[config.mk]
export PLATFORM = sky130hd
export DESIGN_NAME = top_k_score_keeper_top
export DESIGN_NICKNAME = d
export VERILOG_FILES = /design/src/rtl/core/tksk_pkg.sv /design/src/rtl/core/top_k_score_keeper_top.sv /design/src/rtl/core/tksk_cell.sv /design/src/rtl/core/tksk_chain.sv
export VERILOG_INCLUDE_DIRS = /design/src /design/src/rtl/core
export SDC_FILE = /design/constraint.sdc
export NUM_CORES = 2
export LEC_CHECK = 0
export BUFFER_PORTS_ARGS = -buffer_cell sky130_fd_sc_hd__buf_4
export CORE_MARGIN = 1
export CORE_UTILIZATION = 64
export CTS_CLUSTER_SIZE = 40
export DETAILED_ROUTE_END_ITERATION = 16
export PLACE_DENSITY_LB_ADDON = 0.2
export SKIP_LAST_GASP = 1
export SLEW_MARGIN = 0
export SYNTH_ARGS = -nofsm -noshare
export SYNTH_HDL_FRONTEND = slang
export SYNTH_SLANG_ARGS = --single-unit
[constraint.sdc]
create_clock -name clk_i -period 30.7 [get_ports clk_i]
set_clock_uncertainty 0.05 [all_clocks]
set_input_delay 3.07 -clock clk_i [delete_from_list [all_inputs] [get_ports clk_i]]
set_output_delay 3.07 -clock clk_i [all_outputs]
set_load 0.01 [all_outputs]
[src/rtl/core/assert_macros.svh]
// assert_macros.svh: assertion macros shared by the score keeper RTL.
// No dependencies. The bodies are empty when SYNTHESIS is defined.
`ifndef ASSERT_MACROS_SVH
`define ASSERT_MACROS_SVH
`ifndef SYNTHESIS
// property must hold at every clock edge out of reset
`define TKSK_ASSERT(lbl, clk, rst_n, prop) \
  lbl: assert property (@(posedge clk) disable iff (!rst_n) prop) \
    else $error("%m: assertion failed");
// expression must never be true out of reset
`define TKSK_ASSERT_NEVER(lbl, clk, rst_n, expr) \
  lbl: assert property (@(posedge clk) disable iff (!rst_n) !(expr)) \
    else $error("%m: forbidden condition seen");
`else
`define TKSK_ASSERT(lbl, clk, rst_n, prop)
`define TKSK_ASSERT_NEVER(lbl, clk, rst_n, expr)
`endif
`endif

[src/rtl/core/tksk_pkg.sv]
// tksk_pkg: types, sizes and helpers for the top-k score keeper.
// No dependencies; used by every module of the block.
package tksk_pkg;

  // built depth of the cell row
  localparam int Depth  = 16;
  localparam int IdxW   = $clog2(Depth);
  localparam int CountW = $clog2(Depth + 1);
  localparam int ScoreW = 32;
  localparam int TagW   = 32;
  localparam int RankW  = 4;
  localparam int CfgW   = 5;
  localparam int AddrW  = 3;
  localparam int DataW  = 32;

  // register index and reset value
  localparam logic RegListSize = 1'b0;
  localparam logic [CfgW-1:0] ListSizeRst = CfgW'(16);

  // operation codes
  localparam logic OpInsert = 1'b0;
  localparam logic OpDump   = 1'b1;

  typedef logic signed [ScoreW-1:0] score_t;
  typedef logic [TagW-1:0] tag_t;
  typedef logic [CountW-1:0] count_t;
  typedef logic [IdxW-1:0] idx_t;

  // data handed from one cell to the next
  typedef struct packed {
    logic   beat;   // this cell loses its place to the candidate
    score_t score;
    tag_t   tag;
  } link_t;

  // per-cell control from the row
  typedef struct packed {
    logic insert_en;
    logic in_span;
    logic is_span;
  } cell_ctl_t;

  // insert outcome reported by the row
  typedef struct packed {
    logic   accepted;
    count_t count_next;
  } ins_stat_t;

  // strict signed compare, a below b
  function automatic logic score_less(score_t a, score_t b);
    return a < b;
  endfunction

endpackage

[src/rtl/core/top_k_score_keeper_top.sv]
// top_k_score_keeper_top: top level with APB register, dump sequencer, output register.
// Depends on tksk_pkg, tksk_chain and assert_macros.svh.
//
// Usage:
//   Input channel (in_valid_i / in_stall_o) carries one request: an insert
//   (operation 0) of a Q16.16 score and a tag, or a dump (operation 1).
//   Output channel (out_valid_o / out_stall_i) returns results from one
//   output register.
//   An insert gives one result (accepted, kept_count, last=1) in the cycle after
//   acceptance; the cell row compares all slots in parallel and shifts in place,
//   so inserts are taken one per cycle while the output is not stalled.
//   A dump gives kept_count results in rank order, one per cycle while the output
//   is not stalled, read through the single read port of the row in the dump
//   state. An empty list gives one result with entry_valid 0 in the cycle
//   after acceptance. No new request is taken until the last result of a
//   dump is loaded.
//   A stalled output holds its result and back-pressures the input.
//   Reset clears the list (kept_count 0) and sets list_size to 16.
//   list_size lives at byte address 0 of the APB port; write it only
//   while the block is idle.
`include "assert_macros.svh"
module top_k_score_keeper_top (
  input  logic                          clk_i,
  input  logic                          rst_ni,
  // configuration
  input  logic                          psel,
  input  logic                          penable,
  input  logic                          pwrite,
  input  logic [tksk_pkg::AddrW-1:0]    paddr,
  input  logic [tksk_pkg::DataW-1:0]    pwdata,
  output logic [tksk_pkg::DataW-1:0]    prdata,
  output logic                          pready,
  // request channel
  input  logic                          in_valid_i,
  output logic                          in_stall_o,
  input  logic                          operation_i,
  input  logic signed [tksk_pkg::ScoreW-1:0] candidate_score_i,
  input  logic [tksk_pkg::TagW-1:0]     candidate_tag_i,
  // result channel
  output logic                          out_valid_o,
  input  logic                          out_stall_i,
  output logic                          accepted_o,
  output logic                          entry_valid_o,
  output logic signed [tksk_pkg::ScoreW-1:0] entry_score_o,
  output logic [tksk_pkg::TagW-1:0]     entry_tag_o,
  output logic [tksk_pkg::RankW-1:0]    entry_rank_o,
  output logic [tksk_pkg::CountW-1:0]   kept_count_o,
  output logic                          last_o
);
  import tksk_pkg::*;

  typedef enum logic [1:0] {
    ST_IDLE = 2'b01,
    ST_DUMP = 2'b10
  } state_e;

  state_e state_q, state_d;
  logic [CfgW-1:0] list_size_q;
  idx_t   idx_q, idx_d;
  logic   in_acc, load_ok, cfg_wr, dump_last;
  score_t rd_score;
  tag_t   rd_tag;
  count_t count;
  ins_stat_t stat;

  // output register
  logic   out_valid_q, out_valid_d;
  logic   acc_q, acc_d, ev_q, ev_d, last_q, last_d;
  score_t score_q, score_d;
  tag_t   tag_q, tag_d;
  logic [RankW-1:0] rank_q, rank_d;
  count_t kc_q, kc_d;

  // configuration register
  assign pready = 1'b1;
  assign cfg_wr = psel && penable && pwrite && pready && (paddr[2] == RegListSize);
  assign prdata = DataW'(list_size_q);

  always_ff @(posedge clk_i or negedge rst_ni) begin
    if (!rst_ni) begin
      list_size_q <= ListSizeRst;
    end else if (cfg_wr) begin
      list_size_q <= pwdata[CfgW-1:0];
    end
  end

  // handshake
  assign load_ok    = !out_valid_q || !out_stall_i;
  assign in_stall_o = (state_q != ST_IDLE) || !load_ok;
  assign in_acc     = in_valid_i && !in_stall_o;

  tksk_chain u_chain (
    .clk_i        (clk_i),
    .rst_ni       (rst_ni),
    .insert_i     (in_acc && (operation_i == OpInsert)),
    .cand_score_i (candidate_score_i),
    .cand_tag_i   (candidate_tag_i),
    .list_size_i  (list_size_q),
    .rd_idx_i     (idx_q),
    .rd_score_o   (rd_score),
    .rd_tag_o     (rd_tag),
    .count_o      (count),
    .stat_o       (stat)
  );

  assign dump_last = (count_t'(idx_q) + count_t'(1)) == count;

  // dump sequencer and result selection
  always_comb begin
    state_d     = state_q;
    idx_d       = idx_q;
    out_valid_d = out_valid_q && out_stall_i;
    acc_d       = acc_q;
    ev_d        = ev_q;
    score_d     = score_q;
    tag_d       = tag_q;
    rank_d      = rank_q;
    kc_d        = kc_q;
    last_d      = last_q;
    unique case (state_q)
      ST_IDLE: begin
        if (in_acc) begin
          if (operation_i == OpInsert) begin
            out_valid_d = 1'b1;
            acc_d       = stat.accepted;
            ev_d        = 1'b0;
            score_d     = '0;
            tag_d       = '0;
            rank_d      = '0;
            kc_d        = stat.count_next;
            last_d      = 1'b1;
          end else if (count == '0) begin
            out_valid_d = 1'b1;
            acc_d       = 1'b0;
            ev_d        = 1'b0;
            score_d     = '0;
            tag_d       = '0;
            rank_d      = '0;
            kc_d        = '0;
            last_d      = 1'b1;
          end else begin
            state_d = ST_DUMP;
            idx_d   = '0;
          end
        end
      end
      ST_DUMP: begin
        if (load_ok) begin
          out_valid_d = 1'b1;
          acc_d       = 1'b0;
          ev_d        = 1'b1;
          score_d     = rd_score;
          tag_d       = rd_tag;
          rank_d      = RankW'(idx_q);
          kc_d        = count;
          last_d      = dump_last;
          if (dump_last) begin
            state_d = ST_IDLE;
          end else begin
            idx_d = idx_q + idx_t'(1);
          end
        end
      end
      default: begin
        state_d = ST_IDLE;
      end
    endcase
  end

  always_ff @(posedge clk_i or negedge rst_ni) begin
    if (!rst_ni) begin
      state_q     <= ST_IDLE;
      idx_q       <= '0;
      out_valid_q <= 1'b0;
    end else begin
      state_q     <= state_d;
      idx_q       <= idx_d;
      out_valid_q <= out_valid_d;
    end
  end

  always_ff @(posedge clk_i) begin
    acc_q   <= acc_d;
    ev_q    <= ev_d;
    score_q <= score_d;
    tag_q   <= tag_d;
    rank_q  <= rank_d;
    kc_q    <= kc_d;
    last_q  <= last_d;
  end

  assign out_valid_o   = out_valid_q;
  assign accepted_o    = acc_q;
  assign entry_valid_o = ev_q;
  assign entry_score_o = score_q;
  assign entry_tag_o   = tag_q;
  assign entry_rank_o  = rank_q;
  assign kept_count_o  = kc_q;
  assign last_o        = last_q;

  `TKSK_ASSERT(a_dump_blocks_input, clk_i, rst_ni, (state_q == ST_DUMP) |-> in_stall_o)
  `TKSK_ASSERT(a_dump_idx_range, clk_i, rst_ni, (state_q == ST_DUMP) |-> (count_t'(idx_q) < count))
  `TKSK_ASSERT_NEVER(a_acc_and_entry, clk_i, rst_ni, out_valid_q && acc_q && ev_q)

endmodule

[src/rtl/core/tksk_cell.sv]
// tksk_cell: one slot of the sorted row, holding a score and a tag.
// Depends on tksk_pkg.
module tksk_cell (
  input  logic                clk_i,
  input  tksk_pkg::cell_ctl_t ctl_i,
  input  tksk_pkg::score_t    cand_score_i,
  input  tksk_pkg::tag_t      cand_tag_i,
  input  tksk_pkg::link_t     prev_i,
  output tksk_pkg::link_t     next_o,
  output logic                cand_below_o
);
  import tksk_pkg::*;

  score_t score_q, score_d;
  tag_t   tag_q, tag_d;
  logic   beat;

  // the first cell of the span whose score is below the candidate, or else the span's last cell, takes it
  assign beat = ctl_i.in_span && (ctl_i.is_span || score_less(score_q, cand_score_i));
  assign cand_below_o = score_less(cand_score_i, score_q);

  // shift down behind the insertion point, load candidate at it
  always_comb begin
    score_d = score_q;
    tag_d   = tag_q;
    if (ctl_i.insert_en && ctl_i.in_span) begin
      if (prev_i.beat) begin
        score_d = prev_i.score;
        tag_d   = prev_i.tag;
      end else if (beat) begin
        score_d = cand_score_i;
        tag_d   = cand_tag_i;
      end
    end
  end

  always_ff @(posedge clk_i) begin
    score_q <= score_d;
    tag_q   <= tag_d;
  end

  assign next_o = '{beat: beat, score: score_q, tag: tag_q};

endmodule

[src/rtl/core/tksk_chain.sv]
// tksk_chain: row of tksk_cell slots with entry count and accept logic.
// Depends on tksk_pkg, tksk_cell and assert_macros.svh.
`include "assert_macros.svh"
module tksk_chain (
  input  logic                    clk_i,
  input  logic                    rst_ni,
  input  logic                    insert_i,
  input  tksk_pkg::score_t        cand_score_i,
  input  tksk_pkg::tag_t          cand_tag_i,
  input  logic [tksk_pkg::CfgW-1:0] list_size_i,
  input  tksk_pkg::idx_t          rd_idx_i,
  output tksk_pkg::score_t        rd_score_o,
  output tksk_pkg::tag_t          rd_tag_o,
  output tksk_pkg::count_t        count_o,
  output tksk_pkg::ins_stat_t     stat_o
);
  import tksk_pkg::*;

  count_t    count_q, count_d;
  count_t    size_eff, span;
  logic      full, reject, all_below, do_ins;
  link_t     links [Depth+1];
  cell_ctl_t ctl [Depth];
  logic [Depth-1:0] cand_below;
  logic [Depth-1:0] occ;

  // list size clamped to 1..Depth
  always_comb begin
    priority if (list_size_i == '0) begin
      size_eff = count_t'(1);
    end else if (int'(list_size_i) > Depth) begin
      size_eff = count_t'(Depth);
    end else begin
      size_eff = count_t'(list_size_i);
    end
  end

  assign full = count_q >= size_eff;
  // when full the lowest entry drops out, so it joins the span end
  assign span = full ? count_q - count_t'(1) : count_q;

  // rejected when below every kept score while full
  assign all_below = &(cand_below | ~occ);
  assign reject    = full && all_below;
  assign do_ins    = insert_i && !reject;

  assign links[0] = '{beat: 1'b0, score: '0, tag: '0};

  for (genvar i = 0; i < Depth; i++) begin : g_cell
    assign occ[i] = count_t'(i) < count_q;
    assign ctl[i] = '{insert_en: do_ins,
                      in_span:   count_t'(i) <= span,
                      is_span:   count_t'(i) == span};
    tksk_cell u_cell (
      .clk_i        (clk_i),
      .ctl_i        (ctl[i]),
      .cand_score_i (cand_score_i),
      .cand_tag_i   (cand_tag_i),
      .prev_i       (links[i]),
      .next_o       (links[i+1]),
      .cand_below_o (cand_below[i])
    );
  end

  // entry count grows only while not full
  assign count_d = (do_ins && !full) ? count_q + count_t'(1) : count_q;

  always_ff @(posedge clk_i or negedge rst_ni) begin
    if (!rst_ni) begin
      count_q <= '0;
    end else begin
      count_q <= count_d;
    end
  end

  // read port for dumps
  always_comb begin
    rd_score_o = '0;
    rd_tag_o   = '0;
    for (int i = 0; i < Depth; i++) begin
      if (idx_t'(i) == rd_idx_i) begin
        rd_score_o = links[i+1].score;
        rd_tag_o   = links[i+1].tag;
      end
    end
  end

  assign count_o = count_q;
  assign stat_o  = '{accepted: !reject, count_next: count_d};

  `TKSK_ASSERT_NEVER(a_count_range, clk_i, rst_ni, count_q > count_t'(Depth))
  `TKSK_ASSERT(a_reject_hold, clk_i, rst_ni, (insert_i && reject) |=> $stable(count_q))
  `TKSK_ASSERT(a_no_grow_full, clk_i, rst_ni, (insert_i && full) |=> $stable(count_q))
  for (genvar i = 1; i < Depth; i++) begin : g_sorted
    `TKSK_ASSERT(a_sorted, clk_i, rst_ni, (count_t'(i) < count_q) |-> !score_less(links[i].score, links[i+1].score))
  end

endmodule
# --- After elaboration in Yosys (flattened, before gate mapping) ---
# Cells that the tools add are included.
word_totals:
  reg_bits: 1117
  out_inout_bits: 111
  word_cells: 408
classes:
  addsub: 4
  n_lt_le_gt_ge: 66
  eq_ne: 41
  mux: 144
  bitwise_logic: 4
  reduce_logical: 105
ops:
  columns: ["operator", "n"]
  rows:
  - ["2-to-1 mux 32 bit", 97]
  - ["< comparator 32 bit", 32]
  - ["case mux 32 bit (2 select lines)", 2]
  - ["logical AND 1 bit", 41]
  - ["== test 4 x 5 -> 1 bit, first input constant", 8]
  - ["less-or-equal comparator 4 x 5 -> 1 bit, first input constant", 8]
  - ["< comparator 4 x 5 -> 1 bit, first input constant", 8]
  - ["2-to-1 mux 5 bit", 8]
  - ["2-to-1 mux 4 bit", 9]
  - ["== test 4 bit, first input constant", 8]
  - ["AND reduction 2 bit", 16]
  - ["nonzero test 2 bit", 16]
  - ["== test 3 x 5 -> 1 bit, first input constant", 4]
  - ["less-or-equal comparator 3 x 5 -> 1 bit, first input constant", 4]
  - ["< comparator 3 x 5 -> 1 bit, first input constant", 4]
  - ["logical OR 1 bit", 18]
  - ["== test 3 x 4 -> 1 bit, first input constant", 4]
  - ["NOT 16 bit", 1]
  - ["OR 16 bit", 1]
  - ["case mux 4 bit (2 select lines)", 2]
  - ["AND reduction 16 bit", 1]
  - ["zero test 5 bit", 3]
  - ["2-to-1 mux 1 bit", 15]
  - ["inequality test 2 bit, second input constant", 6]
  - ["other kinds (29)", 48]

# --- Depth between registers and ports, before layout ---
logic_depth:
  ltp_word: 19
  ltp_mapped: 18

# --- Cells and area by module ---
# Synthesis repeated with hierarchy kept, for this count alone.
unflattened:
  cells_unflattened: 5875
  hier_area_um2: 71464.8
modules_own_cells:
  columns: ["mod", "n_inst", "cells_each", "area_per_inst_um2"]
  rows:
  - ["tksk_cell", 16, 261, 3587.2]
  - ["tksk_chain", 1, 1429, 10268.6]
  - ["top_k_score_keeper_top", 1, 270, 3801.1]

# --- Worst setup path after synthesis ---
# Ideal clock, no wire load.
synth_timing:
  path_kind: "input to register"
  start: "in candidate_score_i[11] (netlist name)"
  end: "reg u_chain.g_cell[8].u_cell.score_q[0], enable pin"
  setup_time_ns: 0.829
  t_arrival_ns: 15.426
  path_slack_ns: 14.395
  path_stages: 10
  path_cell_list: "clkinv_1 ha_1 nand4_1 or4_1 or3_1 a211oi_1 a2111oi_2 o2111ai_1 a2111oi_4 a2111oi_0"
synth_between:
  elab_chain_len: 8
  word_cells_on_any_way: 30
  cone_classes: "order compare: 18; bitwise: 1; reduce/logical: 11"
synth_lines:
  columns: ["element", "line", "text"]
  rows:
  - ["start: declaration", "top_k_score_keeper_top.sv:37", "input logic signed [tksk_pkg::ScoreW-1:0] candidate_score_i,"]
  - ["< comparator 32 bit", "tksk_pkg.sv:51", "return a < b;"]
  - ["OR 16 bit", "tksk_chain.sv:43", "assign all_below = &(cand_below | ~occ);"]
  - ["AND reduction 16 bit", "tksk_chain.sv:43", null]
  - ["logical AND 1 bit", "tksk_chain.sv:44", "assign reject = full && all_below;"]
  - ["zero test 1 bit", "tksk_chain.sv:45", "assign do_ins = insert_i && !reject;"]
  - ["logical AND 1 bit", "tksk_chain.sv:45", null]
  - ["logical AND 1 bit", "tksk_cell.sv:26", "if (ctl_i.insert_en && ctl_i.in_span) begin"]
  - ["AND reduction 2 bit (no source line) (*)", null, null]
  - ["end signal: assignment", "tksk_cell.sv:38", "score_q <= score_d;"]
  - ["end: declaration", "tksk_cell.sv:14", "score_t score_q, score_d;"]
# Mark *: on every way between the ends. The rest lies on a longest branch, timed or not.
# A chain may end at the register's enable or synchronous reset.

# --- Final worst setup path ---
layout_timing:
  start: "in candidate_score_i[15] (netlist name)"
  end: "reg u_chain.g_cell[11].u_cell.score_q[16], enable pin"
layout_between:
  elab_chain_len: 8
  word_cells_on_any_way: 30
  cone_classes: "order compare: 18; bitwise: 1; reduce/logical: 11"
layout_lines:
  columns: ["element", "line"]
  rows:
  - ["< comparator 32 bit", "tksk_pkg.sv:51"]
  - ["OR 16 bit", "tksk_chain.sv:43"]
  - ["AND reduction 16 bit", "tksk_chain.sv:43"]
  - ["logical AND 1 bit", "tksk_chain.sv:44"]
  - ["zero test 1 bit", "tksk_chain.sv:45"]
  - ["logical AND 1 bit", "tksk_chain.sv:45"]
  - ["logical AND 1 bit", "tksk_cell.sv:26"]
  - ["AND reduction 2 bit (no source line) (*)", null]
  - ["end signal: assignment", "tksk_cell.sv:38"]
  - ["end: declaration", "tksk_cell.sv:14"]
# Marked as above.

==> results.cfg <==
[pwr]
total_power_mw = 6.89
p_int_mw = 4.21
pwr-share-seq_pct = 33.2
pwr-share-comb_pct = 46.9
power.leakage_nw = 27.1
switching_share_pct = 38.9
p_per_area_nw_per_um2 = 95.3
p_switching_mw = 2.68
ir_worst_vdd_mv = 0.122
pwr-share-clk_pct = 19.9

[synth]
synth_area_leaders = edfxtp_1 (50%), mux2_2 (10%), ha_1 (10%)
synth_seq_cells = 1117
ys_types = 72
synth.avg_cell_area_um2 = 11.7
ys_seq_area_share_pct = 50.6
synth_edf_count = 1100
synth-async-reset-ratio_pct = 1.52
synth_top_cell_by_area = edfxtp_1
synthesis.area_um2 = 66200
yosys-top-cells-count = edfxtp_1 (1100), mux2_2 (589), ha_1 (527)
synth_ff_type = edfxtp_1
synth_warnings = 0
netlist_instances = 5680
yosysMostFrequentCell = edfxtp_1
post-synth-top-area-fraction_pct = 49.9

[timing]
drv_slew = 2
max_freq_mhz = 109
setup_viol = 0
final.setup.tns_ns = 0
finalCritPeriodShare_pct = 29.9
finalHoldViolations = 0
fin_crit_ns = 9.18
worst_slew_pin_slew_ns = 1.51
relSlewSlack_pct = -3.60
rsz0062_at_grt = no

[worst_setup_path]
crit_type = input port to register
critPathSlowestCell = buf_4
crit_chain = buf_4 > ha_1 > nand4_1 > nor4_1 > a21boi_0 > or4_1 > a211oi_1 > xor2_1 > a2111oi_2 > o2111ai_1 > a2111oi_4 > buf_4 > a211oi_4 > buf_4
endpoint_kind = register
critPathTopFamily = compound AO/OA/AOI/OAI gates
critPathArrivalTime_ns = 9.47
cp-start-kind = input port
cp_common_cell = buf_4
cp_data_required_time_ns = 30.99
rrSetupSlack_ns = 23.58
slowest_delay_ns = 0.96
crit_buf_inv = 3
cp_max_fo = 51

[clock_network]
clkSinkCount = 1117
htreeDepth = 3
clk_pin_slew_ns = 0.06
cts_tree = built
cts_root_buf = clkbuf_16
cts-buffers-inserted = 117
cts.repair.resized = 0
clock_path_buffers = 3
clock_latency_ns = 0.74
cts_hold_buf = 0
postCtsSetupRepairBufs = 0

[global_routing]
grt_max_degree = 79
grt_pass1_wl_mm = 313
grt_usage_pct = 40.7
grt_pass1_vias = 49379
grt_antenna_before_repair = 13
grt_overflow = 0

[route]
wl_per_cell_um = 29.9
num_vias = 50825
initialDrtViolationCount = 6730
first_pass_iters = 8
drcViolationCount = 0
drt_wl_total_mm = 214
post_drt_via_cell_ratio = 7.09
antenna_left = 0

[cells_and_area]
fill_cells = 7339
multi_input_area_um2 = 30000
seqCellArea_um2 = 33500
stdcell_area_um2 = 72200
syn2layout_area_growth_pct = 9.17
layout-drive-gt1-share_pct = 18.4
nets = 6330

[flow_run]
cap_violations = 1

[floorplan]
start_util_pct = 64.8
dieArea_um2 = 105000
io_pins = 218
die_h_um = 324
coreArea_um2 = 102000
row_count = 117
die-width_um = 324

[status]
outcome = finished, violations left
violations = capacitance limit, slew limit

[place]
routabilityCongestion = 1.02
dp_hpwl_mm = 142
post_dp_cell_area_um2 = 68700
io_buffers = 160

[worst_hold_path]
hold_class = register to register
==> stage by stage <==
stage                     instances  worst slack, ns  hold slack [ns]  util, %
after floorplan                5706            14.40            0.453        -
after global placement         6945            21.17            0.464     67.2
after detailed placement       6945            21.18            0.477     67.2
after CTS                      7160            21.93            0.487     70.7
after global routing           7164            21.71            0.496     70.7
final                          7168            21.52            0.485     70.7
==> kinds of logic (layout without fill, tap and decap cells) <==
kind of cell / after synthesis / in the layout / synth area share [%]
AOI/OAI and AO/OA: 1454 / 1454 / 14.8
DFF: 1117 / 1117 / 50.6
and+or+nand+nor: 965 / 965 / 6.59
buffers and inverters: 812 / 898 / 4.86
muxes: 778 / 778 / 12.9
adders and majority gates: 527 / 527 / 9.96
xor gates and xnor gates: 25 / 25 / 0.331
other: 2 / 36 / 0.0113
==> layout by cell type, fill, tap and decap left out, types with 62 or more instances in the layout <==
cell type,instances
nand3_1,74
a311oi_1,62
a221oi_1,107
mux2i_1,188
o2111ai_1,67
mux2_2,589
nand4_1,95
o221ai_1,69
a22oi_1,126
ha_1,524
nand2_1,385
clkbuf_16,117
clkinv_1,69
a21oi_1,361
buf_4,254
o21ai_0,324
inv_1,396
nor2_1,243
edfxtp_1,1100
a221o_1,65
a21o_1,65
==> path summary, 6_finish.rpt <==
| path | from | end | depth (start not counted) |
|---|---|---|---|
| max in group asynchronous | rst_ni | list_size_q[4] | 1 |
| worst min-delay path | state_q[0] | state_q[0] | 1 |
| min in group asynchronous | rst_ni | idx_q[3] | 1 |
| worst max-delay path | candidate_score_i[15] | u_chain.g_cell[11].u_cell.score_q[16] | 14 |
| worst max register to register | u_chain.g_cell[12].u_cell.score_q[15] | u_chain.g_cell[11].u_cell.score_q[16] | 14 |
| worst min register to register | state_q[0] | state_q[0] | 1 |
==> worst reg2reg max path, cell delays in order, from the launching register on <==
cell and delay (ns):
edfxtp_1 0.42, inv_1 0.12, ha_1 0.37, nand4_1 0.30
nor4_1 0.92, a21boi_0 0.60, or4_1 0.34, a211oi_1 0.12
xor2_1 0.75, a2111oi_2 0.19, o2111ai_1 0.21, a2111oi_4 0.08
buf_4 0.30, a211oi_4 0.94, buf_4 0.97
==> registers in the layout, summed over array words and instances, names as in the netlist, 2 cells and up <==
| name | count |
|---|---|
| u_chain.g_cell.u_cell.score_q | 512 |
| u_chain.g_cell.u_cell.tag_q | 512 |
| entry_score_o | 32 |
| entry_tag_o | 32 |
| kept_count_o | 5 |
| list_size_q | 5 |
| u_chain.count_o | 5 |
| entry_rank_o | 4 |
| idx_q | 4 |
| state_q | 2 |
==> per-layer routing <==
metal	routed length [um]	vias up	global-route usage [%]
li1	-	21857	-
met1	78100	24891	51.7
met2	98000	3327	64.1
met3	25800	736	10.5
met4	12500	14	21.6
met5	88	-	0
==> final cells by class <==
class	count	share of cell area [%]
clock buffers	148	4.21
multi-input cells	3777	41.5
clock inverters	67	0.708
diodes	8	0.0277
repair buffers	254	2.64
well taps	1368	2.37
inverters	429	2.23
flip-flops and latches	1117	46.3
==> power by group through the flow <==
stage | Clock, mW | Sequential [mW] | Combinational, mW
final | 1.37 | 2.29 | 3.23
after detailed placement | 0 | 2.31 | 3.12
after floorplan | 0 | 2.32 | 2.16
after CTS | 1.37 | 2.28 | 3.14
after global routing | 1.42 | 2.30 | 3.38
after global placement | 0 | 2.30 | 3.04
No activity file was read; power rests on OpenSTA's default activity.
